$ cat config.mk
export PLATFORM = sky130hd
export DESIGN_NAME = crd_front
export DESIGN_NICKNAME = d
export VERILOG_FILES = /design/src/sv/assert_macros.svh /design/src/sv/crd_pkg.sv /design/src/sv/crd_front.sv
export SDC_FILE = /design/constraint.sdc
export NUM_CORES = 1
export LEC_CHECK = 0
export BUFFER_PORTS_ARGS = -buffer_cell sky130_fd_sc_hd__clkbuf_2
export CAP_MARGIN = 20
export CORE_AREA = 2 2 309 311
export DETAILED_ROUTE_END_ITERATION = 8
export DIE_AREA = 0 0 311 313
export HOLD_SLACK_MARGIN = 0.15
export PLACE_DENSITY = 0.53
export SYNTH_ARGS = -nofsm -noshare
export SYNTH_HDL_FRONTEND = slang
export SYNTH_SLANG_ARGS = --single-unit
$ cat constraint.sdc
create_clock -name clk -period 0.85 [get_ports clk]
set_input_delay 0.1275 -clock clk [delete_from_list [all_inputs] [get_ports clk]]
set_output_delay 0.1275 -clock clk [all_outputs]
set_load 0.01 [all_outputs]
$ cat src/sv/assert_macros.svh
// Assertion macros shared by the spline evaluator RTL.
// Each macro expands to one labeled concurrent assertion on the rising clock edge.
`ifndef ASSERT_MACROS_SVH
`define ASSERT_MACROS_SVH

// The consequent must hold in the same cycle as the antecedent.
`define CRD_ASSERT_NOW(lbl, ck, rn, ante, cons) \
    lbl: assert property (@(posedge ck) disable iff (!rn) (ante) |-> (cons)) \
        else $error("same-cycle check failed");

// The consequent must hold in the cycle after the antecedent.
`define CRD_ASSERT_NEXT(lbl, ck, rn, ante, cons) \
    lbl: assert property (@(posedge ck) disable iff (!rn) (ante) |=> (cons)) \
        else $error("next-cycle check failed");

`endif

$ cat src/sv/crd_pkg.sv
// Types, widths and term tables for the non-uniform Catmull-Rom evaluator.
// Used by every module of the block; depends on nothing.
package crd_pkg;

    localparam int DATA_W    = 32;
    localparam int DIF_W     = DATA_W + 1;
    localparam int PROD2_W   = 2 * DIF_W;
    localparam int PART_W    = PROD2_W + 1;
    localparam int SUM_W     = PROD2_W + 2;
    localparam int PROD3_W   = 3 * DIF_W;
    localparam int ROUND_SH  = 16;
    localparam int NUM_W     = PROD3_W + ROUND_SH;
    localparam int DEN_W     = PROD3_W;
    localparam int QUOT_BITS = 61;
    localparam int TERM_W    = QUOT_BITS + 1;
    localparam int DIV_LAT   = QUOT_BITS + 4;
    localparam int NUM_TERMS = 8;
    localparam int NUM_DEN   = 4;
    localparam int NUM_TRIP  = NUM_TERMS + NUM_DEN;
    localparam int NUM_PTS   = 4;
    localparam int NUM_FAC   = 6;
    localparam int WSUM_W    = 64;
    localparam int ACC_W     = 66;

    // Largest magnitude a single term quotient may take.
    localparam logic [TERM_W-1:0] TERM_LIM = {2'b01, {(QUOT_BITS - 1){1'b0}}};

    typedef struct packed {
        logic signed [DATA_W-1:0] knot_0;
        logic signed [DATA_W-1:0] knot_1;
        logic signed [DATA_W-1:0] knot_2;
        logic signed [DATA_W-1:0] knot_3;
        logic signed [DATA_W-1:0] param_x;
        logic signed [DATA_W-1:0] point_a;
        logic signed [DATA_W-1:0] point_b;
        logic signed [DATA_W-1:0] point_c;
        logic signed [DATA_W-1:0] point_d;
    } crd_item_t;

    typedef struct packed {
        logic signed [DATA_W-1:0] curve_value;
        logic signed [DATA_W-1:0] curve_slope;
        logic signed [DATA_W-1:0] weight_a;
        logic signed [DATA_W-1:0] weight_b;
        logic signed [DATA_W-1:0] weight_c;
        logic signed [DATA_W-1:0] weight_d;
        logic signed [DATA_W-1:0] slope_weight_a;
        logic signed [DATA_W-1:0] slope_weight_b;
        logic signed [DATA_W-1:0] slope_weight_c;
        logic signed [DATA_W-1:0] slope_weight_d;
        logic                     knot_error;
    } crd_result_t;

    typedef logic [NUM_PTS-1:0][DATA_W-1:0] crd_pts_t;
    typedef logic [NUM_TERMS-1:0][TERM_W-1:0] crd_terms_t;

    // Differences that act as cubic factors.
    typedef enum logic [2:0] {
        FAC_T2MX,
        FAC_T1MX,
        FAC_T3MX,
        FAC_XMT0,
        FAC_XMT1,
        FAC_XMT2
    } crd_fac_e;

    typedef struct packed {
        logic [NUM_FAC-1:0][DIF_W-1:0] fac;
        logic signed [DIF_W-1:0]       d10;
        logic signed [DIF_W-1:0]       d21;
        logic signed [DIF_W-1:0]       d32;
        logic signed [DIF_W-1:0]       d20;
        logic signed [DIF_W-1:0]       d31;
        crd_pts_t                      pts;
        logic                          err;
    } crd_diff_t;

    typedef struct packed {
        logic [NUM_TERMS-1:0][NUM_W-1:0] nval;
        logic [NUM_TERMS-1:0][NUM_W-1:0] nder;
        logic [NUM_DEN-1:0][DEN_W-1:0]   den;
        crd_pts_t                        pts;
        logic                            err;
    } crd_num_t;

    // Factors of every cubic term.
    localparam crd_fac_e TERM_F1 [NUM_TERMS] = '{
        FAC_T2MX, FAC_T2MX, FAC_T2MX, FAC_XMT1, FAC_T2MX, FAC_XMT1, FAC_XMT1, FAC_XMT1};
    localparam crd_fac_e TERM_F2 [NUM_TERMS] = '{
        FAC_T2MX, FAC_T2MX, FAC_T2MX, FAC_T3MX, FAC_XMT0, FAC_XMT1, FAC_XMT1, FAC_XMT1};
    localparam crd_fac_e TERM_F3 [NUM_TERMS] = '{
        FAC_T1MX, FAC_XMT0, FAC_XMT0, FAC_T2MX, FAC_XMT1, FAC_T3MX, FAC_T3MX, FAC_XMT2};

    // Bit 2, 1, 0 mark the first, second, third factor as falling with x.
    localparam logic [2:0] TERM_NEG [NUM_TERMS] = '{
        3'b111, 3'b110, 3'b110, 3'b011, 3'b100, 3'b001, 3'b001, 3'b000};

    // Denominator used by each term, and the weight it adds into.
    localparam logic [1:0] TERM_DEN [NUM_TERMS] = '{
        2'd0, 2'd0, 2'd1, 2'd2, 2'd1, 2'd2, 2'd3, 2'd3};
    localparam logic [1:0] TERM_WGT [NUM_TERMS] = '{
        2'd0, 2'd1, 2'd1, 2'd1, 2'd2, 2'd2, 2'd2, 2'd3};

endpackage

$ cat src/sv/crd_front.sv
// Input stage: knot and parameter differences plus the knot order check.
// Depends on crd_pkg.
module crd_front (
    input  logic                clk,
    input  logic                rst_n,
    input  logic                en,
    input  logic                vld,
    input  crd_pkg::crd_item_t  item,
    output logic                diff_vld,
    output crd_pkg::crd_diff_t  diff
);
    import crd_pkg::*;

    logic      vld_reg;
    crd_diff_t diff_reg;
    crd_diff_t diff_next;

    function automatic logic signed [DIF_W-1:0] sub_ext(
        input logic signed [DATA_W-1:0] a,
        input logic signed [DATA_W-1:0] b
    );
        return DIF_W'(a) - DIF_W'(b);
    endfunction

    // Exact 33-bit differences and the strict ordering test.
    always_comb
    begin
        diff_next               = '0;
        diff_next.fac[FAC_T2MX] = sub_ext(item.knot_2, item.param_x);
        diff_next.fac[FAC_T1MX] = sub_ext(item.knot_1, item.param_x);
        diff_next.fac[FAC_T3MX] = sub_ext(item.knot_3, item.param_x);
        diff_next.fac[FAC_XMT0] = sub_ext(item.param_x, item.knot_0);
        diff_next.fac[FAC_XMT1] = sub_ext(item.param_x, item.knot_1);
        diff_next.fac[FAC_XMT2] = sub_ext(item.param_x, item.knot_2);
        diff_next.d10           = sub_ext(item.knot_1, item.knot_0);
        diff_next.d21           = sub_ext(item.knot_2, item.knot_1);
        diff_next.d32           = sub_ext(item.knot_3, item.knot_2);
        diff_next.d20           = sub_ext(item.knot_2, item.knot_0);
        diff_next.d31           = sub_ext(item.knot_3, item.knot_1);
        diff_next.pts           = {item.point_d, item.point_c, item.point_b, item.point_a};
        diff_next.err           = !((item.knot_0 < item.knot_1) && (item.knot_1 < item.knot_2)
                                    && (item.knot_2 < item.knot_3));
    end

    // Valid bit of the stage.
    always_ff @(posedge clk or negedge rst_n)
    begin
        if (!rst_n)
        begin
            vld_reg <= 1'b0;
        end
        else if (en)
        begin
            vld_reg <= vld;
        end
    end

    // Stage payload.
    always_ff @(posedge clk)
    begin
        if (en)
        begin
            diff_reg <= diff_next;
        end
    end

    assign diff_vld = vld_reg;
    assign diff     = diff_reg;

endmodule

==> results of run 1 <==
==> power groups by stage <==
stage	Combinational, mW	Clock, mW	Sequential [mW]
after floorplan	13.6	0	34.4
after CTS	37.0	25.7	32.7
after global placement	33.1	0	33.2
final	38.9	25.0	32.7
after detailed placement	33.2	0	33.2
after global routing	41.4	26.4	32.9
==> per-layer routing <==
layer / up-vias / track usage [%]
met4: 18 / 9.870
li1: 16680 / -
met1: 16650 / 38.42
met3: 224 / 4.036
met5: - / 0
met2: 1052 / 51.22
==> per-stage QoR <==
stage,utilization (%),TNS (ps),instance area (sq um)
final,62.86,-544900,59190
after global routing,62.86,-580890,59190
after CTS,61.12,-545890,57550
after detailed placement,54.02,-658640,50870
after global placement,54.02,-652550,50870
after floorplan,-,-367270,35400
==> logic make-up (layout without fill, tap and decap cells) <==
family,after synthesis,after routing
AO/OA/AOI/OAI,992,992
adder cells (fa/ha/maj),366,366
multiplexers,12,12
other,0,5
flip-flops,491,491
buffers and inverters,302,2746
XOR/XNOR,298,298
AND/OR/NAND/NOR,736,736
==> cell type report <==
| class | count | area [sq um] |
|---|---|---|
| fill | 7795 | 34970 |
| multi-input combinational | 2404 | 22220 |
| timing repair buffer | 2415 | 17730 |
| sequential | 491 | 14740 |
| tap | 1265 | 1583 |
| clock buffer | 70 | 1560 |
| inverter | 223 | 1022 |
| clock inverter | 38 | 326.6 |
| antenna | 5 | 12.51 |
==> repair_timing <==
item | 4_1_cts | 5_1_grt
hold endpoints to repair | 617 | 297
setup endpoints to repair | 833 | 828
gates resized for setup | 487 | 298
pin swaps | 277 | 245
setup buffers | 126 | 76
==> synthesized netlist by cell type, types with 11 or more instances <==
| master | number |
|---|---|
| a2111oi_0 | 12 |
| a211oi_1 | 16 |
| a21boi_0 | 13 |
| a21o_1 | 157 |
| a21oi_1 | 322 |
| a221oi_1 | 16 |
| a31oi_1 | 36 |
| and2_1 | 19 |
| and3_1 | 28 |
| clkbuf_1 | 70 |
| edfxtp_1 | 490 |
| fa_1 | 11 |
| ha_1 | 355 |
| inv_1 | 223 |
| nand2_1 | 181 |
| nand2b_1 | 50 |
| nand3_1 | 61 |
| nand4_1 | 40 |
| nor2_1 | 187 |
| nor2b_1 | 58 |
| nor3_1 | 55 |
| nor4_1 | 13 |
| o211ai_1 | 26 |
| o21a_1 | 41 |
| o21ai_0 | 198 |
| o21bai_1 | 46 |
| or3_1 | 12 |
| xnor2_1 | 216 |
| xor2_1 | 82 |
==> final timing paths <==
path                        endpoint  slack, ps  startpoint  depth (start not counted)
max reg2reg                 diff_vld         90    diff_vld                          1
min in group asynchronous   diff_vld        350       rst_n                          3
min reg2reg                 diff_vld        540    diff_vld                          1
max in group asynchronous   diff_vld        390       rst_n                          3
min                        diff[363]        -20          en                          2
max                        diff[221]      -1580   item[160]                         14
==> out/qor.txt, run 1 <==
Run status: complete, but fails checks
Violated checks: negative hold slack, negative setup slack
Total track usage: 29.71%
Final HPWL DP: 124.7 mm
Yosys top cell by area: edfxtp_1
Synth Area per Inst: 10.37 sq um
DP Cell Count: 6520
Total congestion overflow: 0
Unique masters post-synth: 78
CP top delay family: compound AO/OA/AOI/OAI gates
Area of the die: 97340 sq um
F_max: 0.4112 GHz
Layout cells sized above 1: 54.32%
DR vias: 34620
Peak supply drop: 1.559 mV
Clock period minus worst slack: 2432 ps
Switch Pwr: 32.04 mW
CTS clk-pin slew, worst paths: 60 ps
IO Pins: 785
Critical Path RT: 1240 ps
Vias in the first global route: 34830
Seq pwr share: 33.9%
P&R area growth vs syn: 78.47%
Slew Limit Fails: 0
Buf/Inv on CP: 3
CTS Buffer Depth: 3
Final GP Congestion: 0.9266
Mapped Cells: 3197
Final setup viols: 836
Synth area leaders: edfxtp_1 (44%), ha_1 (13%), xnor2_1 (5.7%)
Total Wirelength: 151.0 mm
M1 wire length: 64.45 mm
Switching share of power: 33.16%
IO buf count: 784
CTS H-Tree Depth: 2
CP arrival: 2820 ps
Post-synth EDFFs: 490
Leakage: 27.22 nW
Xor/xnor share of the synthesized area: 7.870%
Post-synthesis adder-cell area fraction: 14.06%
Die X: 311 um
Int Pwr: 64.59 mW
Worst hold margin: -16.67 ps
Seq/Total Area, Yosys: 44.44%
Top Layer Used: met5
Worst slew pin tran: 672.3 ps
Power per cell area: 1632 nW/um^2
Share of the synthesized area in the top cell type: 44.37%
Clock Skews: 0 ps
DR WL/cell: 21.85 um
Post-Place Worst Slack: -2387 ps
Max FFs per register: 490
Nature of the critical path endpoint: flop
Mux cell area share after synthesis: 0.3735%
DR WL met3: 7.941 mm
Largest family of logic cells by synthesized area: compound AO/OA/AOI/OAI gates
Total CTS buffers: 58
Simple-gate area share of the yosys netlist: 10.82%
Combinational fraction of design power: 40.2%
Ys async rst share: 0.2037%
Critical path's slowest cell: a2111o_1
Initial core utilization: 35.22%
Clock sink count: 491
Syn nets: 3855
First-pass GRT wire length: 215.3 mm
RSZ-0062 raised after global routing: true
Most frequent cells in the layout: buf_4 (1332), clkbuf_2 (744), edfxtp_1 (490)
Critical path, cell by cell: clkbuf_16 -> inv_12 -> ha_4 -> fa_2 -> nor2b_2 -> o31a_1 -> o41a_1 -> a2111o_1 -> a211oi_2 -> buf_4 -> o21ai_4 -> a21oi_4 -> nor4_1 -> a311o_1
Clk root buf: clkbuf_16
First-pass iteration count of the detailed router: 5
CTS tree: yes
Initial antenna violation count: 16
CP max FO: 3
Crit-path max cell delay: 460 ps
DRC Markers: 0
Startpoint types: primary input
Cell area after synthesis: 33170 sq um
Met2 wire length: 72.95 mm
Clock share of power: 25.9%
Design Power: 96.63 mW
Max_cap viols: 0
Skew-Pair Late Insertion Delay: 640 ps
Routed Antenna Nets: 0
Core ar.: 94160 sq um
Final cycle utilization of the critical path: 286.1%
Pin count of the biggest net entering global routing: 26
Rel. slew slack: 54.71%
Top_reg_cell synth: edfxtp_1
Worst setup margin: -1582 ps
Synthesis Warnings: 0
Rows: 113
Post-route insts no fill: 6911
Post-synthesis compound-gate area fraction: 18.99%
Final Hold Viols: 6
Yosys reg bits: 491
Total Nets Final: 6251
Worst min path class: in2reg
Die height: 313 um
Crit path kind: in2reg
Initial DRC count: 2175
Most common cell after layout, fill and taps aside: buf_4
Avg Vias per Cell: 5.010
Hold_buf cts: 140
Power figures use the tool's default switching activity.
==> inputs of run 2 (changes only) <==
CELL_PAD_IN_SITES_DETAIL_PLACEMENT = 0   (was default)
CELL_PAD_IN_SITES_GLOBAL_PLACEMENT = 1   (was default)
PLACE_DENSITY = 0.67   (was 0.53)
==> run 2 against run 1 <==
  * The run still ends with negative hold slack, negative setup slack left
  * Critical endpoint is now diff[223]
  * Utilization is essentially flat
  * Sequential cell count is the same
  * Critical path type unchanged
  * Global-route usage grew 1.1 points
  * Hold slack lost 59 ps
==> out/qor.txt, run 2 (same netlist as run 1, synthesis figures left out) <==
Run status: complete, but fails checks (unchanged)
Violated checks: negative hold slack, negative setup slack (unchanged)
Total Nets Final: 6222 (was 6251)
Final Hold Viols: 2 (was 6)
Most frequent cells in the layout: buf_4 (1301), clkbuf_2 (732), edfxtp_1 (490) (was buf_4 (1332), clkbuf_2 (744), edfxtp_1 (490))
Worst min path class: in2reg (unchanged)
Max FFs per register: 490 (unchanged)
Final HPWL DP: 129.0 mm (was 124.7 mm)
CTS H-Tree Depth: 2 (unchanged)
R2R Setup Slk: 40 ps (was 90 ps)
Core ar.: 94160 sq um (unchanged)
Rows: 113 (unchanged)
Initial core utilization: 35.22% (unchanged)
Reg2reg end: diff_vld (unchanged)
Most common cell after layout, fill and taps aside: buf_4 (unchanged)
CP max FO: 3 (unchanged)
DR WL/cell: 22.63 um (was 21.85 um)
Worst setup margin: -1498 ps (was -1582 ps)
Initial DRC count: 2324 (was 2175)
CTS tree: yes (unchanged)
Rel. slew slack: 57.60% (was 54.71%)
Worst slew pin tran: 629.4 ps (was 672.3 ps)
Die height: 313 um (unchanged)
RSZ-0062 raised after global routing: true (unchanged)
Hold wc startpoint: item[128] (was en)
DRC Markers: 0 (unchanged)
Skew-Pair Late Insertion Delay: 650 ps (was 640 ps)
Hold Crit Endpoint: diff[360] (was diff[363])
Clock sink count: 491 (unchanged)
Final GP Congestion: 0.9946 (was 0.9266)
Layout cells sized above 1: 54.37% (was 54.32%)
Peak supply drop: 1.873 mV (was 1.559 mV)
CTS clk-pin slew, worst paths: 60 ps (about the same)
Cells on worst reg2reg path: 1 (unchanged)
Fin Setup TNS: -646760 ps (was -544900 ps)
Slew Limit Fails: 0 (unchanged)
Die X: 311 um (unchanged)
Final setup viols: 1312 (was 836)
Total CTS buffers: 57 (was 58)
Total track usage: 30.82% (was 29.71%)
Clock period minus worst slack: 2348 ps (was 2432 ps)
Startpoint types: primary input (unchanged)
Hold path cells: 3 (was 2)
Critical Path RT: 1270 ps (was 1240 ps)
First-pass GRT wire length: 221.6 mm (was 215.3 mm)
Design Power: 97.78 mW (was 96.63 mW)
Pin count of the biggest net entering global routing: 38 (was 26)
Routed Antenna Nets: 0 (unchanged)
Final cycle utilization of the critical path: 276.3% (was 286.1%)
Nature of the critical path endpoint: flop (unchanged)
Crit path kind: in2reg (unchanged)
Final Cell Area: 59190 sq um (about the same)
Area of the die: 97340 sq um (unchanged)
Power per cell area: 1652 nW/um^2 (was 1632 nW/um^2)
Avg Vias per Cell: 5.050 (was 5.010)
First-pass iteration count of the detailed router: 5 (unchanged)
Hold_buf cts: 138 (was 140)
F_max: 0.4259 GHz (was 0.4112 GHz)
Total Wirelength: 155.9 mm (was 151.0 mm)
CP arrival: 2770 ps (was 2820 ps)
Worst r2r src: diff_vld (unchanged)
Worst hold margin: -75.73 ps (was -16.67 ps)
Max_cap viols: 0 (unchanged)
DR vias: 34780 (was 34620)
Total congestion overflow: 0 (unchanged)
Initial antenna violation count: 26 (was 16)
IO buf count: 784 (unchanged)
Placed Area: 50650 sq um (was 50870 sq um)
Clk root buf: clkbuf_16 (unchanged)
Final Util: 62.86% (about the same)
Leakage: 27.04 nW (was 27.22 nW)
CTS Buffer Depth: 3 (unchanged)
IO Pins: 785 (unchanged)
Vias in the first global route: 35120 (was 34830)
P&R area growth vs syn: 78.48% (was 78.47%)
# fillers: 7928 (was 7795)
Clock Skews: 0 ps (unchanged)
[run 2: cell count changes in the layout (fill, tap and decap cells not counted), sizes merged]
cell | previous run | this run
inv | 214 | 213
clkinvlp | 20 | 25
bufinv | 4 | 8
clkbuf | 839 | 824
diode | 5 | 11
buf | 1506 | 1484
clkinv | 23 | 25
dlygate4sd3 | 140 | 138
[run 2: layer usage]
layer  track usage, %  vias up  share of wire [%]
li1                 -    16620                  -
met1            40.67    16770                 43
met2            51.74     1128                 47
met3            4.049      242                5.2
met4            11.37       18                4.1
met5                0        -              0.076
[run 2: cell type report]
class / instances / area, sq um / area share, %
clock inverters: 48 / 530.5 / 0.8962
repair buffers: 2387 / 17630 / 29.78
flip-flops and latches: 491 / 14740 / 24.90
inverters: 223 / 1039 / 1.754
diodes: 11 / 27.53 / 0.04650
multi-input cells: 2404 / 22220 / 37.53
clock buffers: 59 / 1434 / 2.422
well taps: 1265 / 1583 / 2.674
[run 2: where the power goes]
group	switching [mW]	internal, mW	leakage, nW
combinational	19.9	19.1	21.3
sequential	1.55	31.2	4.81
clock	11.2	14.9	0.940
total	32.6	65.1	27.0
[run 2: worst max-delay path: stages]
cell and delay (ps):
clkbuf_16 130, inv_12 50, ha_4 130, fa_2 230
nor2b_2 50, o31a_1 260, o41a_1 380, a2111o_1 410
a211oi_2 180, buf_4 170, o21ai_4 80, a21oi_4 210
buf_4 160, o21ai_2 60, xor2_1 150
[run 2: what timing repair did]
action                                 in CTS  in global routing
pin swaps                                 271                239
gates resized for setup                   535                272
setup endpoints to repair                 823               1311
setup buffers                             106                 78
endpoints found under the hold margin     589                 25
[run 2: through the flow]
step                      instances  worst slack (ps)
after global routing           6887             -1598
final                          6888             -1498
after detailed placement       6491             -2356
after global placement         6491             -2293
after floorplan                3197             -1896
after CTS                      6823             -1483
[run 2: worst max-delay path by stage]
stage | to | slack (ps) | start
final | diff[223] | -1500 | item[160]
after global routing | diff[161] | -1600 | item[160]
after CTS | diff[223] | -1480 | item[160]
after detailed placement | diff[221] | -2360 | item[160]
after global placement | diff[221] | -2290 | item[160]
after floorplan | diff[221] | -1900 | item[160]
